## config.mk

```make
export PLATFORM = sky130hd
export DESIGN_NAME = utf8_validator_line_column
export DESIGN_NICKNAME = d
export VERILOG_FILES = /design/src/hdl/u8v_pkg.sv /design/src/hdl/u8v_core.sv /design/src/hdl/utf8_validator_line_column.sv
export SDC_FILE = /design/constraint.sdc
export NUM_CORES = 1
export LEC_CHECK = 0
export ABC_AREA = 1
export BUFFER_PORTS_ARGS = -buffer_cell sky130_fd_sc_hd__buf_2
export CAP_MARGIN = 30
export CORE_ASPECT_RATIO = 0.7
export CORE_MARGIN = 2
export CORE_UTILIZATION = 30
export CTS_CLUSTER_SIZE = 24
export DETAILED_ROUTE_END_ITERATION = 8
export GPL_ROUTABILITY_DRIVEN = 0
export MAX_ROUTING_LAYER = met4
export SYNTH_ARGS = -nofsm -noshare
export SYNTH_HDL_FRONTEND = slang
export SYNTH_SLANG_ARGS = --single-unit
```

## constraint.sdc

```tcl
create_clock -name clk -period 3.25 [get_ports clk]
set_clock_uncertainty 0.15 [all_clocks]
set_input_delay 0.4875 -clock clk [delete_from_list [all_inputs] [get_ports clk]]
set_output_delay 0.4875 -clock clk [all_outputs]
set_load 0.01 [all_outputs]
```

## src/hdl/u8v_pkg.sv

```systemverilog
// shared constants for the utf-8 validator with line and column tracking
package u8v_pkg;

	// width of the start line register
	localparam int CFG_LINE_W = 24;

	// default counter widths
	localparam int LINE_BITS_DEF   = 24;
	localparam int COLUMN_BITS_DEF = 16;

	// reset value of the start line register
	localparam logic [CFG_LINE_W-1:0] START_LINE_RST = CFG_LINE_W'(1);

	// byte codes
	localparam logic [7:0] BYTE_NUL     = 8'h00;
	localparam logic [7:0] BYTE_NEWLINE = 8'h0A;
	localparam logic [7:0] BYTE_ASCII_END = 8'h80;
	localparam logic [7:0] BYTE_CONT_END  = 8'hC0;
	localparam logic [7:0] BYTE_LEAD2_MIN = 8'hC2;
	localparam logic [7:0] BYTE_LEAD3_MIN = 8'hE0;
	localparam logic [7:0] BYTE_LEAD4_MIN = 8'hF0;
	localparam logic [7:0] BYTE_LEAD_END  = 8'hF5;
	localparam logic [7:0] BYTE_LEAD_ED   = 8'hED;
	localparam logic [7:0] BYTE_LEAD_F4   = 8'hF4;
	localparam logic [7:0] BYTE_SEC_A0    = 8'hA0;
	localparam logic [7:0] BYTE_SEC_90    = 8'h90;

	// continuation bytes still due after a lead byte
	localparam logic [1:0] PEND_NONE  = 2'd0;
	localparam logic [1:0] PEND_ONE   = 2'd1;
	localparam logic [1:0] PEND_TWO   = 2'd2;
	localparam logic [1:0] PEND_THREE = 2'd3;

endpackage

```

## src/hdl/u8v_core.sv

```systemverilog
// per-byte decode state, line and column counters and first error record
module u8v_core #(
	parameter int LINE_BITS   = u8v_pkg::LINE_BITS_DEF,
	parameter int COLUMN_BITS = u8v_pkg::COLUMN_BITS_DEF
) (
	input  logic                            clk,
	input  logic                            arst_n,
	input  logic [u8v_pkg::CFG_LINE_W-1:0]  start_line,
	input  logic                            step,
	input  logic [7:0]                      text_byte,
	input  logic                            is_last,
	output logic                            res_text_valid,
	output logic [7:0]                      res_bad_byte,
	output logic [LINE_BITS-1:0]            res_line,
	output logic [COLUMN_BITS-1:0]          res_column
);
	import u8v_pkg::*;

	localparam logic [LINE_BITS-1:0]   LINE_MAX = '1;
	localparam logic [COLUMN_BITS-1:0] COL_MAX  = '1;

	logic [1:0]             pend_q, n_pend;
	logic [7:0]             lead_q, n_lead;
	logic                   second_q, n_second;
	logic [LINE_BITS-1:0]   line_q, n_line;
	logic [COLUMN_BITS-1:0] col_q, n_col;
	logic                   err_q, n_err;
	logic                   stop_q, n_stop;
	logic                   open_q;
	logic [7:0]             rec_byte_q, n_rec_byte;
	logic [LINE_BITS-1:0]   rec_line_q, n_rec_line;
	logic [COLUMN_BITS-1:0] rec_col_q, n_rec_col;

	logic [LINE_BITS-1:0]   line_init;
	logic [LINE_BITS-1:0]   line_cur;
	logic [COLUMN_BITS-1:0] col_plus;
	logic                   flag;
	logic [7:0]             flag_byte;
	logic                   bad;
	logic                   trunc;

	// start line clamped to the line counter range
	generate
		if (LINE_BITS >= CFG_LINE_W) begin : g_wide
			assign line_init = LINE_BITS'(start_line);
		end else begin : g_narrow
			assign line_init = (|start_line[CFG_LINE_W-1:LINE_BITS]) ? LINE_MAX
				: start_line[LINE_BITS-1:0];
		end
	endgenerate

	always_comb begin
		line_cur   = open_q ? line_q : line_init;
		// saturating next column, also the 1-based error column
		col_plus   = (col_q == COL_MAX) ? COL_MAX : col_q + 1'b1;
		n_pend     = pend_q;
		n_lead     = lead_q;
		n_second   = second_q;
		n_line     = line_cur;
		n_col      = col_q;
		n_err      = err_q;
		n_stop     = stop_q;
		n_rec_byte = rec_byte_q;
		n_rec_line = rec_line_q;
		n_rec_col  = rec_col_q;
		flag       = 1'b0;
		flag_byte  = BYTE_NUL;
		bad        = 1'b0;

		if (!err_q && !stop_q) begin
			if (pend_q == PEND_NONE) begin
				if (text_byte == BYTE_NUL) begin
					n_stop = 1'b1;
				end else if (text_byte < BYTE_ASCII_END) begin
					n_col = col_plus;
					if (text_byte == BYTE_NEWLINE) begin
						n_line = (line_cur == LINE_MAX) ? LINE_MAX : line_cur + 1'b1;
						n_col  = '0;
					end
				end else if (text_byte < BYTE_LEAD2_MIN) begin
					flag      = 1'b1;
					flag_byte = text_byte;
				end else if (text_byte < BYTE_LEAD_END) begin
					n_pend   = (text_byte < BYTE_LEAD3_MIN) ? PEND_ONE
						: (text_byte < BYTE_LEAD4_MIN) ? PEND_TWO : PEND_THREE;
					n_lead   = text_byte;
					n_second = 1'b1;
				end else begin
					flag      = 1'b1;
					flag_byte = text_byte;
				end
			end else begin
				bad = (text_byte < BYTE_ASCII_END) || (text_byte >= BYTE_CONT_END);
				if (second_q) begin
					// overlong, surrogate and above-range second bytes
					if (lead_q == BYTE_LEAD3_MIN && text_byte < BYTE_SEC_A0) bad = 1'b1;
					if (lead_q == BYTE_LEAD_ED && text_byte >= BYTE_SEC_A0) bad = 1'b1;
					if (lead_q == BYTE_LEAD4_MIN && text_byte < BYTE_SEC_90) bad = 1'b1;
					if (lead_q == BYTE_LEAD_F4 && text_byte >= BYTE_SEC_90) bad = 1'b1;
				end
				if (bad) begin
					flag      = 1'b1;
					flag_byte = lead_q;
				end else begin
					n_second = 1'b0;
					n_pend   = pend_q - 1'b1;
					if (pend_q == PEND_ONE)
						n_col = col_plus;
				end
			end
		end

		if (flag) begin
			n_err      = 1'b1;
			n_rec_byte = flag_byte;
			n_rec_line = line_cur;
			n_rec_col  = col_plus;
			n_pend     = PEND_NONE;
			n_second   = 1'b0;
		end

		// sequence still open at the last byte: column and line are unchanged
		trunc = is_last && !n_err && !n_stop && (n_pend != PEND_NONE);
		if (trunc) begin
			n_rec_byte = n_lead;
			n_rec_line = line_cur;
			n_rec_col  = col_plus;
		end

		res_text_valid = !(n_err || trunc);
		res_bad_byte   = res_text_valid ? BYTE_NUL : n_rec_byte;
		res_line       = res_text_valid ? '0 : n_rec_line;
		res_column     = res_text_valid ? '0 : n_rec_col;
	end

	always_ff @(posedge clk or negedge arst_n) begin
		if (!arst_n) begin
			pend_q     <= PEND_NONE;
			lead_q     <= BYTE_NUL;
			second_q   <= 1'b0;
			line_q     <= '0;
			col_q      <= '0;
			err_q      <= 1'b0;
			stop_q     <= 1'b0;
			open_q     <= 1'b0;
			rec_byte_q <= BYTE_NUL;
			rec_line_q <= '0;
			rec_col_q  <= '0;
		end else if (step) begin
			if (is_last) begin
				pend_q     <= PEND_NONE;
				lead_q     <= BYTE_NUL;
				second_q   <= 1'b0;
				line_q     <= '0;
				col_q      <= '0;
				err_q      <= 1'b0;
				stop_q     <= 1'b0;
				open_q     <= 1'b0;
				rec_byte_q <= BYTE_NUL;
				rec_line_q <= '0;
				rec_col_q  <= '0;
			end else begin
				pend_q     <= n_pend;
				lead_q     <= n_lead;
				second_q   <= n_second;
				line_q     <= n_line;
				col_q      <= n_col;
				err_q      <= n_err;
				stop_q     <= n_stop;
				open_q     <= 1'b1;
				rec_byte_q <= n_rec_byte;
				rec_line_q <= n_rec_line;
				rec_col_q  <= n_rec_col;
			end
		end
	end

endmodule

```

## src/hdl/utf8_validator_line_column.sv

```systemverilog
// top level: input register, start line register, core and verdict register
// order: a byte is registered in the input register and decoded as it
//   advances; the verdict register captures the result of the last byte
// throughput: one byte per cycle; a last byte waits only while an earlier
//   verdict is held in the output register under stall
// reset: all control state clears, start line returns to 1
module utf8_validator_line_column #(
	parameter int LINE_BITS   = u8v_pkg::LINE_BITS_DEF,
	parameter int COLUMN_BITS = u8v_pkg::COLUMN_BITS_DEF
) (
	input  logic                           clk,
	input  logic                           arst_n,
	input  logic                           start_line_we,
	input  logic [u8v_pkg::CFG_LINE_W-1:0] start_line,
	input  logic                           byte_valid,
	output logic                           byte_stall,
	input  logic [7:0]                     text_byte,
	input  logic                           is_last,
	output logic                           verdict_valid,
	input  logic                           verdict_stall,
	output logic                           text_valid,
	output logic [7:0]                     bad_byte,
	output logic [LINE_BITS-1:0]           error_line,
	output logic [COLUMN_BITS-1:0]         error_column
);
	import u8v_pkg::*;

	logic [CFG_LINE_W-1:0]  start_line_q;
	logic                   valid_s1;
	logic [7:0]             byte_s1;
	logic                   last_s1;
	logic                   advance;
	logic                   res_text_valid;
	logic [7:0]             res_bad_byte;
	logic [LINE_BITS-1:0]   res_line;
	logic [COLUMN_BITS-1:0] res_column;
	logic                   verdict_valid_q;
	logic                   text_valid_q;
	logic [7:0]             bad_byte_q;
	logic [LINE_BITS-1:0]   error_line_q;
	logic [COLUMN_BITS-1:0] error_column_q;

	always_ff @(posedge clk or negedge arst_n) begin
		if (!arst_n)
			start_line_q <= START_LINE_RST;
		else if (start_line_we)
			start_line_q <= start_line;
	end

	// a last byte moves on only when the verdict register is free
	assign advance    = valid_s1 && (!last_s1 || !verdict_valid_q || !verdict_stall);
	assign byte_stall = valid_s1 && !advance;

	always_ff @(posedge clk or negedge arst_n) begin
		if (!arst_n)
			valid_s1 <= 1'b0;
		else if (!byte_stall)
			valid_s1 <= byte_valid;
	end

	always_ff @(posedge clk) begin
		if (byte_valid && !byte_stall) begin
			byte_s1 <= text_byte;
			last_s1 <= is_last;
		end
	end

	u8v_core #(
		.LINE_BITS   (LINE_BITS),
		.COLUMN_BITS (COLUMN_BITS)
	) u_core (
		.clk            (clk),
		.arst_n         (arst_n),
		.start_line     (start_line_q),
		.step           (advance),
		.text_byte      (byte_s1),
		.is_last        (last_s1),
		.res_text_valid (res_text_valid),
		.res_bad_byte   (res_bad_byte),
		.res_line       (res_line),
		.res_column     (res_column)
	);

	always_ff @(posedge clk or negedge arst_n) begin
		if (!arst_n)
			verdict_valid_q <= 1'b0;
		else if (advance && last_s1)
			verdict_valid_q <= 1'b1;
		else if (!verdict_stall)
			verdict_valid_q <= 1'b0;
	end

	always_ff @(posedge clk) begin
		if (advance && last_s1) begin
			text_valid_q   <= res_text_valid;
			bad_byte_q     <= res_bad_byte;
			error_line_q   <= res_line;
			error_column_q <= res_column;
		end
	end

	assign verdict_valid = verdict_valid_q;
	assign text_valid    = text_valid_q;
	assign bad_byte      = bad_byte_q;
	assign error_line    = error_line_q;
	assign error_column  = error_column_q;

	// only a waiting last byte can hold up the input
	a_stall_only_last: assert property (@(posedge clk) disable iff (!arst_n)
		byte_stall |-> (valid_s1 && last_s1 && verdict_valid_q))
		else $error("input stalled without a pending last byte");

	// a taken verdict leaves unless a new one is loaded
	a_verdict_drains: assert property (@(posedge clk) disable iff (!arst_n)
		(verdict_valid_q && !verdict_stall && !(advance && last_s1)) |=> !verdict_valid_q)
		else $error("verdict repeated after it was taken");

	// a valid verdict carries no error details
	a_valid_clean: assert property (@(posedge clk) disable iff (!arst_n)
		(verdict_valid_q && text_valid_q) |->
			(bad_byte_q == 8'd0 && error_line_q == '0 && error_column_q == '0))
		else $error("valid verdict with error fields set");

	// an error verdict always names a 1-based column and a non-ascii or lead byte
	a_error_column: assert property (@(posedge clk) disable iff (!arst_n)
		(verdict_valid_q && !text_valid_q) |->
			(error_column_q != '0 && bad_byte_q >= BYTE_ASCII_END))
		else $error("error verdict with bad column or byte");

endmodule
```

==> results_dict.tcl <==
set metrics [dict create \
    status "finished clean" \
    fin_crit_ns 2.98 \
    final_common_cell "nand2_1" \
    grt_max_degree 62 \
    synth_area_leaders "dfrtp_1 (31%), edfxtp_1 (17%), nand2_1 (16%), o21ai_0 (5.2%), nand3_1 (4.7%)" \
    p_per_area_mw_per_mm2 745 \
    hpwl_mm 20.8 \
    htreeDepth 4 \
    wirelength_mm 29.9 \
    crit_top_cell "nand2_1" \
    r2r_cells 13 \
    p_switching_mw 3.61 \
    fillers 3505 \
    cp_data_required_time_ns 3.30 \
    die_area_mm2 0.0355 \
    worstSetupEndpointType "register" \
    max_freq_mhz 336 \
    rsz0062_at_grt "no" \
    path_clk_slew_ns 0.07 \
    postCtsSetupBuffers 0 \
    drv_slew 0 \
    clock_latency_ns 0.46 \
    power_frac_comb_pct 39.2 \
    ir_drop_mv 0.348 \
    layout.nets 1448 \
    wl_per_cell_um 16.1 \
    grt_overflow 0 \
    ios 89 \
    dieHeight_um 158 \
    path_depth 13 \
    crit_path_start_kind "register" \
    leakagePower_nw 5.65 \
    fin_crit_sh_pct 91.6 \
    critical_path_arrival_ns 3.03 \
    numPortBuffers 88 \
    yosys_warnings 0 \
    vias_per_cell 4.95 \
    syn_inst 1319 \
    path_buf_inv 2 \
    cts_buffer_depth 2 \
    floorplan.initialDensity_pct 30.5 \
    grt_pass1_wl_mm 47.9 \
    drive_gt1_share_pct 15.2 \
    detail-route-antenna-nets 0 \
    numCtsBuffers 17 \
    slew_headroom_pct 44.1 \
    power.internal_mw 5.22 \
    crit_family "simple AND/OR/NAND/NOR gates" \
    fin_hold_ws_ns 0.0557 \
    hold_violations 0 \
    worstSetupPathType "register to register" \
    worst_path_largest_cell_delay_ns 0.49 \
    clock_power_share_pct 24.8 \
    worst_slew_pin_slew_ns 0.830 \
    placementRows 56 \
    ys_ff_latch 186 \
    syn-num-nets 1361 \
    drt-initial-drc-count 1031 \
    core_area_mm2 0.0335 \
    cts_tree "done" \
    fp.dieW_um 224 \
    drc_errors 0 \
    diodes 0 \
    mostFrequentLayoutCells "nand2_1 (432), dfrtp_1 (126), inv_1 (122)" \
    worstPathCellList "nor2_1 -> nand2_1 -> nand4_1 -> inv_2 -> nand2_1 -> nand3_1 -> nand3_4 -> nand2_2 -> nor2_4 -> nand2_2 -> buf_12 -> nand2_1 -> a21oi_1" \
    syn2layout_area_growth_pct 16.1 \
    track_usage_pct 17.9 \
    path_max_fanout 39 \
    synth_top_area_share_pct 31.2 \
    antenna_found_initial 0 \
    timing.max_cap.violations 0 \
    p_seq_share_pct 36.0 \
    dr.pass1.iters 5 \
    synth.distinct_cells 42 \
    cts_sinks 186 \
    whs_path_depth 1 \
    grt_pass1_vias 8674 \
    swShare_pct 40.9 \
    crit_slowest_cell "edfxtp_1" \
    yosysTopAreaCell "dfrtp_1" \
    setup_viol 0 \
    finalSetupTns_ns 0 \
    yosysSeqAreaShare_pct 48.5 \
    syn_area_mm2 0.0102 \
    vias 9178 \
    syn_area_per_cell_um2 7.73 \
    cts-root-buf "clkbuf_16" \
    hold_path.class "primary input to register" \
]
timing repair:
action                                  CTS  global route
hold buffers                              1             0
hold endpoints to repair                 36             0
gates resized for setup                   0             2
endpoints found under the setup margin    0            26
cell usage after synthesis (all sizes together):
| cell type | count |
|---|---|
| nand2 | 441 |
| inv | 135 |
| o21ai | 128 |
| dfrtp | 127 |
| nand3 | 97 |
| nor2 | 88 |
| a21oi | 68 |
| edfxtp | 58 |
| buf | 33 |
| clkbuf | 27 |
| xor2 | 25 |
| o22ai | 23 |
| mux2 | 17 |
| nor3 | 15 |
| nand4 | 10 |
| ha | 4 |
| o21a | 3 |
| or2 | 3 |
| a211oi | 2 |
| a31oi | 2 |
| clkinv | 2 |
| nor4 | 2 |
| o211ai | 2 |
| o21bai | 2 |
| a221oi | 1 |
| a22oi | 1 |
| dfstp | 1 |
| nand3b | 1 |
| o221ai | 1 |
path summary, 6_finish.rpt:
kind,from,end,slack (ns)
setup reg to reg,byte_s1[5],error_column[8],0.27
min in group asynchronous,arst_n,u_core.rec_col_q[12],0.42
max in group asynchronous,arst_n,u_core.open_q,1.65
setup / recovery,byte_s1[5],error_column[8],0.27
hold / removal,is_last,last_s1,0.06
hold reg to reg,u_core.rec_byte_q[3],u_core.rec_byte_q[3],0.33
sequential cells by signal, summed over array words and instances, names as in the netlist:
signal,cells
error_line,24
start_line_q,24
u_core.line_q,24
u_core.rec_line_q,24
error_column,16
u_core.col_q,16
u_core.rec_col_q,16
bad_byte,8
byte_s1,8
u_core.lead_q,8
u_core.rec_byte_q,8
u_core.pend_q,2
last_s1,1
text_valid,1
u_core.err_q,1
u_core.open_q,1
u_core.second_q,1
u_core.stop_q,1
valid_s1,1
verdict_valid,1
power by group through the flow:
stage	clock network, mW	registers [mW]	logic (mW)
3_5_place_dp	0	3.22	3.42
3_3_place_gp	0	3.22	3.36
5_1_grt	2.33	3.23	3.90
2_1_floorplan	0	3.20	2.37
6_report	2.19	3.18	3.46
4_1_cts	2.24	3.18	3.43
logic make-up after synthesis:
family | Yosys count | synth area share [%]
AO/OA/AOI/OAI | 233 | 12.3
multiplexers | 17 | 1.88
flip-flops | 186 | 48.5
buffers and inverters | 197 | 8.17
adder cells (fa/ha/maj) | 4 | 0.491
XOR/XNOR | 25 | 2.15
AND/OR/NAND/NOR | 657 | 26.6
through the flow:
step | cell area, um2 | power [mW] | instances | utilization [%] | setup slack, ns
floorplan | 10200 | 5.57 | 1319 | - | 0.720
global placement | 11200 | 6.58 | 1820 | 33.5 | 0.340
detailed placement | 11200 | 6.64 | 1820 | 33.5 | 0.257
CTS | 11800 | 8.86 | 1853 | 35.3 | 0.238
global route | 11800 | 9.46 | 1854 | 35.4 | 0.0450
finish | 11800 | 8.83 | 1854 | 35.4 | 0.272
routing by layer:
| metal | wire length [um] | GRT usage (%) | vias to the layer above |
|---|---|---|---|
| li1 | - | - | 4465 |
| met1 | 15100 | 26.6 | 4292 |
| met2 | 11900 | 23.4 | 397 |
| met3 | 2740 | 5.35 | 24 |
| met4 | 274 | 4.10 | 0 |
| met5 | 0 | - | - |
area by class of cell:
cell class	count	area (um2)	area share [%]
Sequential cell	186	4950	41.8
Multi-Input combinational cell	936	4450	37.5
Timing Repair Buffer	128	800	6.75
Tap cell	435	544	4.59
Inverter	137	514	4.34
Clock buffer	20	447	3.77
Clock inverter	12	150	1.27
Power figures use the tool's default switching activity.
